--- src/rtl/ray_triangle_intersection_defines.svh ---
// ----------------------------------------------------------------------------
// Assertion macros
// Shared helpers for the concurrent checks of the ray-triangle block.
// ----------------------------------------------------------------------------
`ifndef RAY_TRIANGLE_INTERSECTION_DEFINES_SVH
`define RAY_TRIANGLE_INTERSECTION_DEFINES_SVH

// Same-cycle implication, disabled during reset.
`define RTI_ASSERT_IMP(lbl, clk, rst_n, ante, cons, msg) \
	lbl: assert property (@(posedge clk) disable iff (!rst_n) (ante) |-> (cons)) \
		else $error(msg);

// Next-cycle implication, disabled during reset.
`define RTI_ASSERT_NXT(lbl, clk, rst_n, ante, cons, msg) \
	lbl: assert property (@(posedge clk) disable iff (!rst_n) (ante) |=> (cons)) \
		else $error(msg);

`endif

--- src/rtl/rti_pkg.sv ---
// ----------------------------------------------------------------------------
// Ray-triangle intersection package
// Types, register codes and constants shared by the block's modules.
// ----------------------------------------------------------------------------
package rti_pkg;

	localparam int COORD_FRAC_BITS_DEF = 8;
	localparam int QUEUE_DEPTH         = 2;
	localparam int CFG_INDEX_W         = 8;
	localparam int CFG_DATA_W          = 48;
	localparam int PROD_W              = 54;
	localparam int QUO_W               = 31;
	localparam int WHOLE_W             = 15;
	localparam int FRAC_W              = 16;

	localparam logic [47:0] VERTEX_ONE_RST   = 48'd256;
	localparam logic [47:0] VERTEX_TWO_RST   = 48'd16777216;
	localparam logic [47:0] VERTEX_THREE_RST = 48'd1099511627776;
	localparam logic [15:0] EPSILON_RST      = 16'd1;

	typedef enum logic [CFG_INDEX_W-1:0] {
		REG_VERTEX_ONE   = 8'd0,
		REG_VERTEX_TWO   = 8'd1,
		REG_VERTEX_THREE = 8'd2,
		REG_EPSILON      = 8'd3
	} cfg_reg_t;

	typedef struct packed {
		logic signed [15:0] origin_x;
		logic signed [15:0] origin_y;
		logic signed [15:0] origin_z;
		logic signed [15:0] direction_x;
		logic signed [15:0] direction_y;
		logic signed [15:0] direction_z;
	} ray_t;

	typedef struct packed {
		logic               hit;
		logic signed [31:0] distance;
	} result_t;

	// Classified item handed from the geometry front to the divider back.
	typedef struct packed {
		logic               hit;
		logic               neg;
		logic [PROD_W-1:0]  mag;
		logic [PROD_W-1:0]  den;
	} cls_t;

	typedef struct packed {
		logic               hit;
		logic               neg;
		logic               sat;
		logic [PROD_W:0]    rem;
		logic [PROD_W-1:0]  den;
		logic [QUO_W-1:0]   nb;
		logic [QUO_W-1:0]   quo;
	} div_t;

endpackage

--- src/rtl/rti_queue.sv ---
// ----------------------------------------------------------------------------
// Classified item queue
// Small FIFO between the geometry front and the divider back.
// ----------------------------------------------------------------------------
`include "ray_triangle_intersection_defines.svh"

module rti_queue (
	input  logic          clk,
	input  logic          arst_n,
	input  logic          push,
	input  rti_pkg::cls_t wdata,
	output logic          pop,
	output rti_pkg::cls_t rdata,
	output logic          full
);
	import rti_pkg::*;

	localparam int PTR_W = (QUEUE_DEPTH > 1) ? $clog2(QUEUE_DEPTH) : 1;

	cls_t             mem_q [QUEUE_DEPTH];
	logic [PTR_W-1:0] wr_ptr_q;
	logic [PTR_W-1:0] rd_ptr_q;
	logic [PTR_W:0]   count_q;

	// The back never stalls, so anything queued leaves the next cycle.
	assign pop   = (count_q != '0);
	assign full  = (count_q == (PTR_W+1)'(QUEUE_DEPTH));
	assign rdata = mem_q[rd_ptr_q];

	always_ff @(posedge clk) begin
		if (push) begin
			mem_q[wr_ptr_q] <= wdata;
		end
	end

	always_ff @(posedge clk or negedge arst_n) begin
		if (!arst_n) begin
			wr_ptr_q <= '0;
			rd_ptr_q <= '0;
			count_q  <= '0;
		end else begin
			if (push) begin
				wr_ptr_q <= (wr_ptr_q == PTR_W'(QUEUE_DEPTH-1)) ? '0 : wr_ptr_q + 1'b1;
			end
			if (pop) begin
				rd_ptr_q <= (rd_ptr_q == PTR_W'(QUEUE_DEPTH-1)) ? '0 : rd_ptr_q + 1'b1;
			end
			count_q <= count_q + (PTR_W+1)'(push) - (PTR_W+1)'(pop);
		end
	end

	`RTI_ASSERT_IMP(a_no_overflow, clk, arst_n, push, !full, "queue overflow")
	`RTI_ASSERT_NXT(a_drains, clk, arst_n, pop && !push, count_q == $past(count_q) - 1'b1, "queue did not drain")

endmodule

--- config.mk ---
export PLATFORM = sky130hd
export DESIGN_NAME = rti_queue
export DESIGN_NICKNAME = d
export VERILOG_FILES = /design/src/rtl/rti_pkg.sv /design/src/rtl/rti_queue.sv
export VERILOG_INCLUDE_DIRS = /design/src /design/src/rtl
export SDC_FILE = /design/constraint.sdc
export NUM_CORES = 1
export LEC_CHECK = 0
export BUFFER_PORTS_ARGS = -buffer_cell sky130_fd_sc_hd__buf_2
export CAP_MARGIN = 20
export CELL_PAD_IN_SITES_DETAIL_PLACEMENT = 0
export CELL_PAD_IN_SITES_GLOBAL_PLACEMENT = 1
export CORE_ASPECT_RATIO = 1.75
export CORE_UTILIZATION = 40
export CTS_CLUSTER_SIZE = 28
export DETAILED_ROUTE_END_ITERATION = 12
export PLACE_DENSITY = 0.79
export SYNTH_ARGS = -nofsm -noshare
export SYNTH_HDL_FRONTEND = slang
export SYNTH_SLANG_ARGS = --single-unit
--- constraint.sdc ---
create_clock -name clk -period 6.8 [get_ports clk]
set_input_delay 0.68 -clock clk [delete_from_list [all_inputs] [get_ports clk]]
set_output_delay 0.68 -clock clk [all_outputs]
set_load 0.05 [all_outputs]
; After elaboration in Yosys (flattened, before gate mapping)
; Memory sizes are Yosys's and may differ from the RTL's.
; Cells that the tools add are included.
[totals]
regBits = 4
mem_bits_rw = 220
inputBits = 113
out_inout_bits = 112
wordCells = 14
mem_count = 1
[op_classes]
addsub = 4
eq_ne = 1
n_mux = 4
n_reduce_logical = 1
[mem_list]
columns = name, words, width, rd, rd_ports_with_merged_regs, write_ports, line_no
row1 = mem_q, 2, 110, 1, 0, 1, rti_queue.sv:20  ; cls_t mem_q [QUEUE_DEPTH];
[op_table]
columns = operator, count
row1 = two-way mux 1 bit, 4
row2 = "adder 1 bit, second input constant", 2
row3 = adder 2 x 1 -> 2 bit, 1
row4 = "equality test 2 bit, second input constant", 1
row5 = nonzero test 2 bit, 1
row6 = subtractor 2 x 1 -> 2 bit, 1

; Logic depth before layout (Yosys ltp)
[logic_depth]
ltp_word = 2
depth_mapped = 3
mapped_depth_nobuf = 3

; Worst setup path after synthesis
; No wires, ideal clock.
[synth_timing]
path_kind = in2reg
from = input push
to = memory mem_q[0][0] (netlist bit) (enable)
setup_ns = 0.593
t_arrival_ns = 5.459
required_ns = 6.207
slack_ns = 0.747
cell_stages = 1
n_path_buf = 0
path_cell_list = nor2b_1
[synth_between]
elab_chain_cells = 2
[synth_lines]
columns = element, line_no
row1 = from (decl), rti_queue.sv:10  ; input logic push,
row2 = two-way mux 1 bit, rti_queue.sv:31  ; if (push) begin
row3 = two-way mux 1 bit (implied by the code), rti_queue.sv:32  ; mem_q[wr_ptr_q] <= wdata;
row4 = to (decl), rti_queue.sv:20
; Every way passes these cells.

==> out/qor.yml <==
global_route:
  grt_usage: 0.1526
  grt_pass1_vias: 4581
  grt_max_degree: 67
  grt_pass1_wl_mm: 23.54
  antenna_found_initial: 10
  grt.overflow.total: 0
floorplanning:
  io-pin-count: 225
  start_util: 0.4107
  fp.dieH_um: 190.7
  design.core.area_sq_um: 19820
  fp.dieW_um: 109.8
  fp-row-count: 68
  dieArea_sq_um: 20950
worst_setup_path:
  required_ns: 6.12
  critical_path.max_fanout: 66
  reg2reg_depth: 3
  cp_data_arrival_time_ns: 2.81
  crit_path_end_kind: "output port"
  worst-setup-path-type: "reg -> out"
  worstSetupStartpointType: "flop"
clocking:
  htreeDepth: 1
  cts_buffers: 20
  clockBufferDepth: 3
  cts_root_buffer: "clkbuf_16"
  ctsHoldBuffers: 1
  clkLatencyLatePin_ns: 0.48
  cts_setup_buffers: 0
  path_clk_slew_ns: 0.06
  cts_repair_resize_count: 0
  clkSinkCount: 224
  cts_tree: "built"
min_path:
  whs_path_depth: 1
  hp-class: "in -> reg"
yosys:
  ys.warnings.count: 0
  synth_top_area_share: 0.8114
  ys.flop_type: "edfxtp_1"
  synth-async-reset-ratio: 0.01786
  avgSynthCellArea_sq_um: 22.87
  yosysMostFrequentCell: "edfxtp_1"
  synth_top_area_cell: "edfxtp_1"
  syn_nets: 470
  yosysSeqAreaShare: 0.8237
  ys_ff_latch: 224
  syn_area_sq_um: 8142
  synth.top_cells.by_area: "edfxtp_1 (81%), mux2_2 (15%), buf_6 (1.4%)"
  synth.distinct_cells: 12
  synth_cells: 356
  netlist_top_cells_count: "edfxtp_1 (220), mux2_2 (110), buf_6 (10)"
  synth_edf_count: 220
cells_and_area:
  syn2layout_area_growth_pct: 25.46
  fin_nets: 709
  layout-drive-gt1-share: 0.6108
routing:
  routed_via_density: 4.832
  wire_per_inst_um: 18.75
  drc: 0
  firstDrtPassIters: 4
  ant_nets: 0
  routed_wl_mm: 16.20
  route.vias.total: 4175
  initialDrtViolationCount: 167
place:
  gp_congestion: 0.7407
  dp_hpwl_mm: 11.07
  io_buffer_count: 224
  dp_slack_ns: 3.757
timing:
  slew_headroom: 0.3935
  skew_ns: 0.01236
  drv_slew: 0
  worst_slack_ns: 3.310
  finalSetupTns_ns: 0
  period_needed_ns: 3.490
  finalHoldViolations: 0
  clock.fmax_ghz: 0.2865
  tightest_slew_ns: 0.9098
  grt_setup_unrepaired: "false"
  setup_viol: 0
  fin_crit_sh: 0.5132
  timing.hold.ws_ns: 0.3781
power:
  powerDensity_nw_per_um2: 492.9
  p_leak_uw: 0.003831
  vdd_ir_drop_max_uv: 270.6
status:
  outcome: "finished clean"
flow_run:
  maxCapViolCount: 0
[state kept, by name (all words and copies together) (netlist names)]
register  cells
rd_ptr_q      1
count_q       2
wr_ptr_q      1
mem_q       220
[layout make-up]
class	instances	area [sq um]
diodes	10	25.02
clock buffers	27	568.0
clock inverters	9	121.4
fillers	1658	9609
multi-input cells	120	1323
flip-flops and latches	224	6710
well taps	245	306.5
repair buffers	229	1161
[where the power goes]
| part | internal [uW] | switching, uW | total, uW |
|---|---|---|---|
| Sequential | 1830 | 106 | 1930 |
| Clock | 701 | 463 | 1160 |
| Combinational | 515 | 1420 | 1940 |
| Total | 3050 | 1990 | 5030 |
[routing by layer]
metal,vias to the layer above,share of wire,track usage
li1,1909,-,-
met1,2081,0.32,0.1387
met2,148,0.58,0.2938
met3,37,0.061,0.03657
met4,0,0.043,0.08667
met5,-,0,0
[final timing paths]
check / from / to / slack, ns
setup / recovery: rd_ptr_q / rdata[13] / 3.31
hold / removal: wdata[92] / mem_q[0][92] / 0.38
setup reg to reg: wr_ptr_q / mem_q[0][22] / 4.47
hold reg to reg: wr_ptr_q / wr_ptr_q / 0.56
max in group asynchronous: arst_n / rd_ptr_q / 6.09
min in group asynchronous: arst_n / count_q[1] / 0.57
[through the flow]
stage / power (uW) / area [sq um] / utilization / instances
detailed placement: 3931 / 9490 / 0.4787 / 817
CTS: 5105 / 10190 / 0.5140 / 854
global placement: 3897 / 9490 / 0.4787 / 817
floorplan: 3561 / 8142 / - / 356
finish: 5035 / 10210 / 0.5153 / 864
global route: 5234 / 10210 / 0.5151 / 863
[critical path, cell delays in order, from the launching register on]
cell	delay, ns
dfrtp_4	0.81
buf_4	0.77
mux2_2	0.44
buf_2	0.22
[cells in the final DEF (no fill, tap or decap)]
master,Yosys,routed
xor2_1,2,2
buf_2,2,224
clkinv_1,0,2
nor2b_1,3,2
clkinv_4,0,1
edfxtp_1,220,220
buf_4,0,4
and2_4,0,1
nor2b_4,0,1
dlygate4sd3_1,0,1
ha_1,1,1
clkbuf_16,0,21
dfrtp_1,4,3
bufinv_16,0,3
nand2_1,1,1
clkbuf_8,0,2
mux2_2,110,110
dfrtp_4,0,1
xnor2_1,1,1
clkbuf_1,0,4
clkinv_2,0,3
or2_2,1,1
diode_2,0,10
[cell families after synthesis]
family        count (synthesis)  synth area share
fa+ha+maj                     1          0.001537
xor+xnor                      3          0.003228
flops                       224            0.8237
buf+inv                      12           0.01506
mux                         110            0.1521
simple gates                  6          0.004304
(Power assumes the default switching activity.)
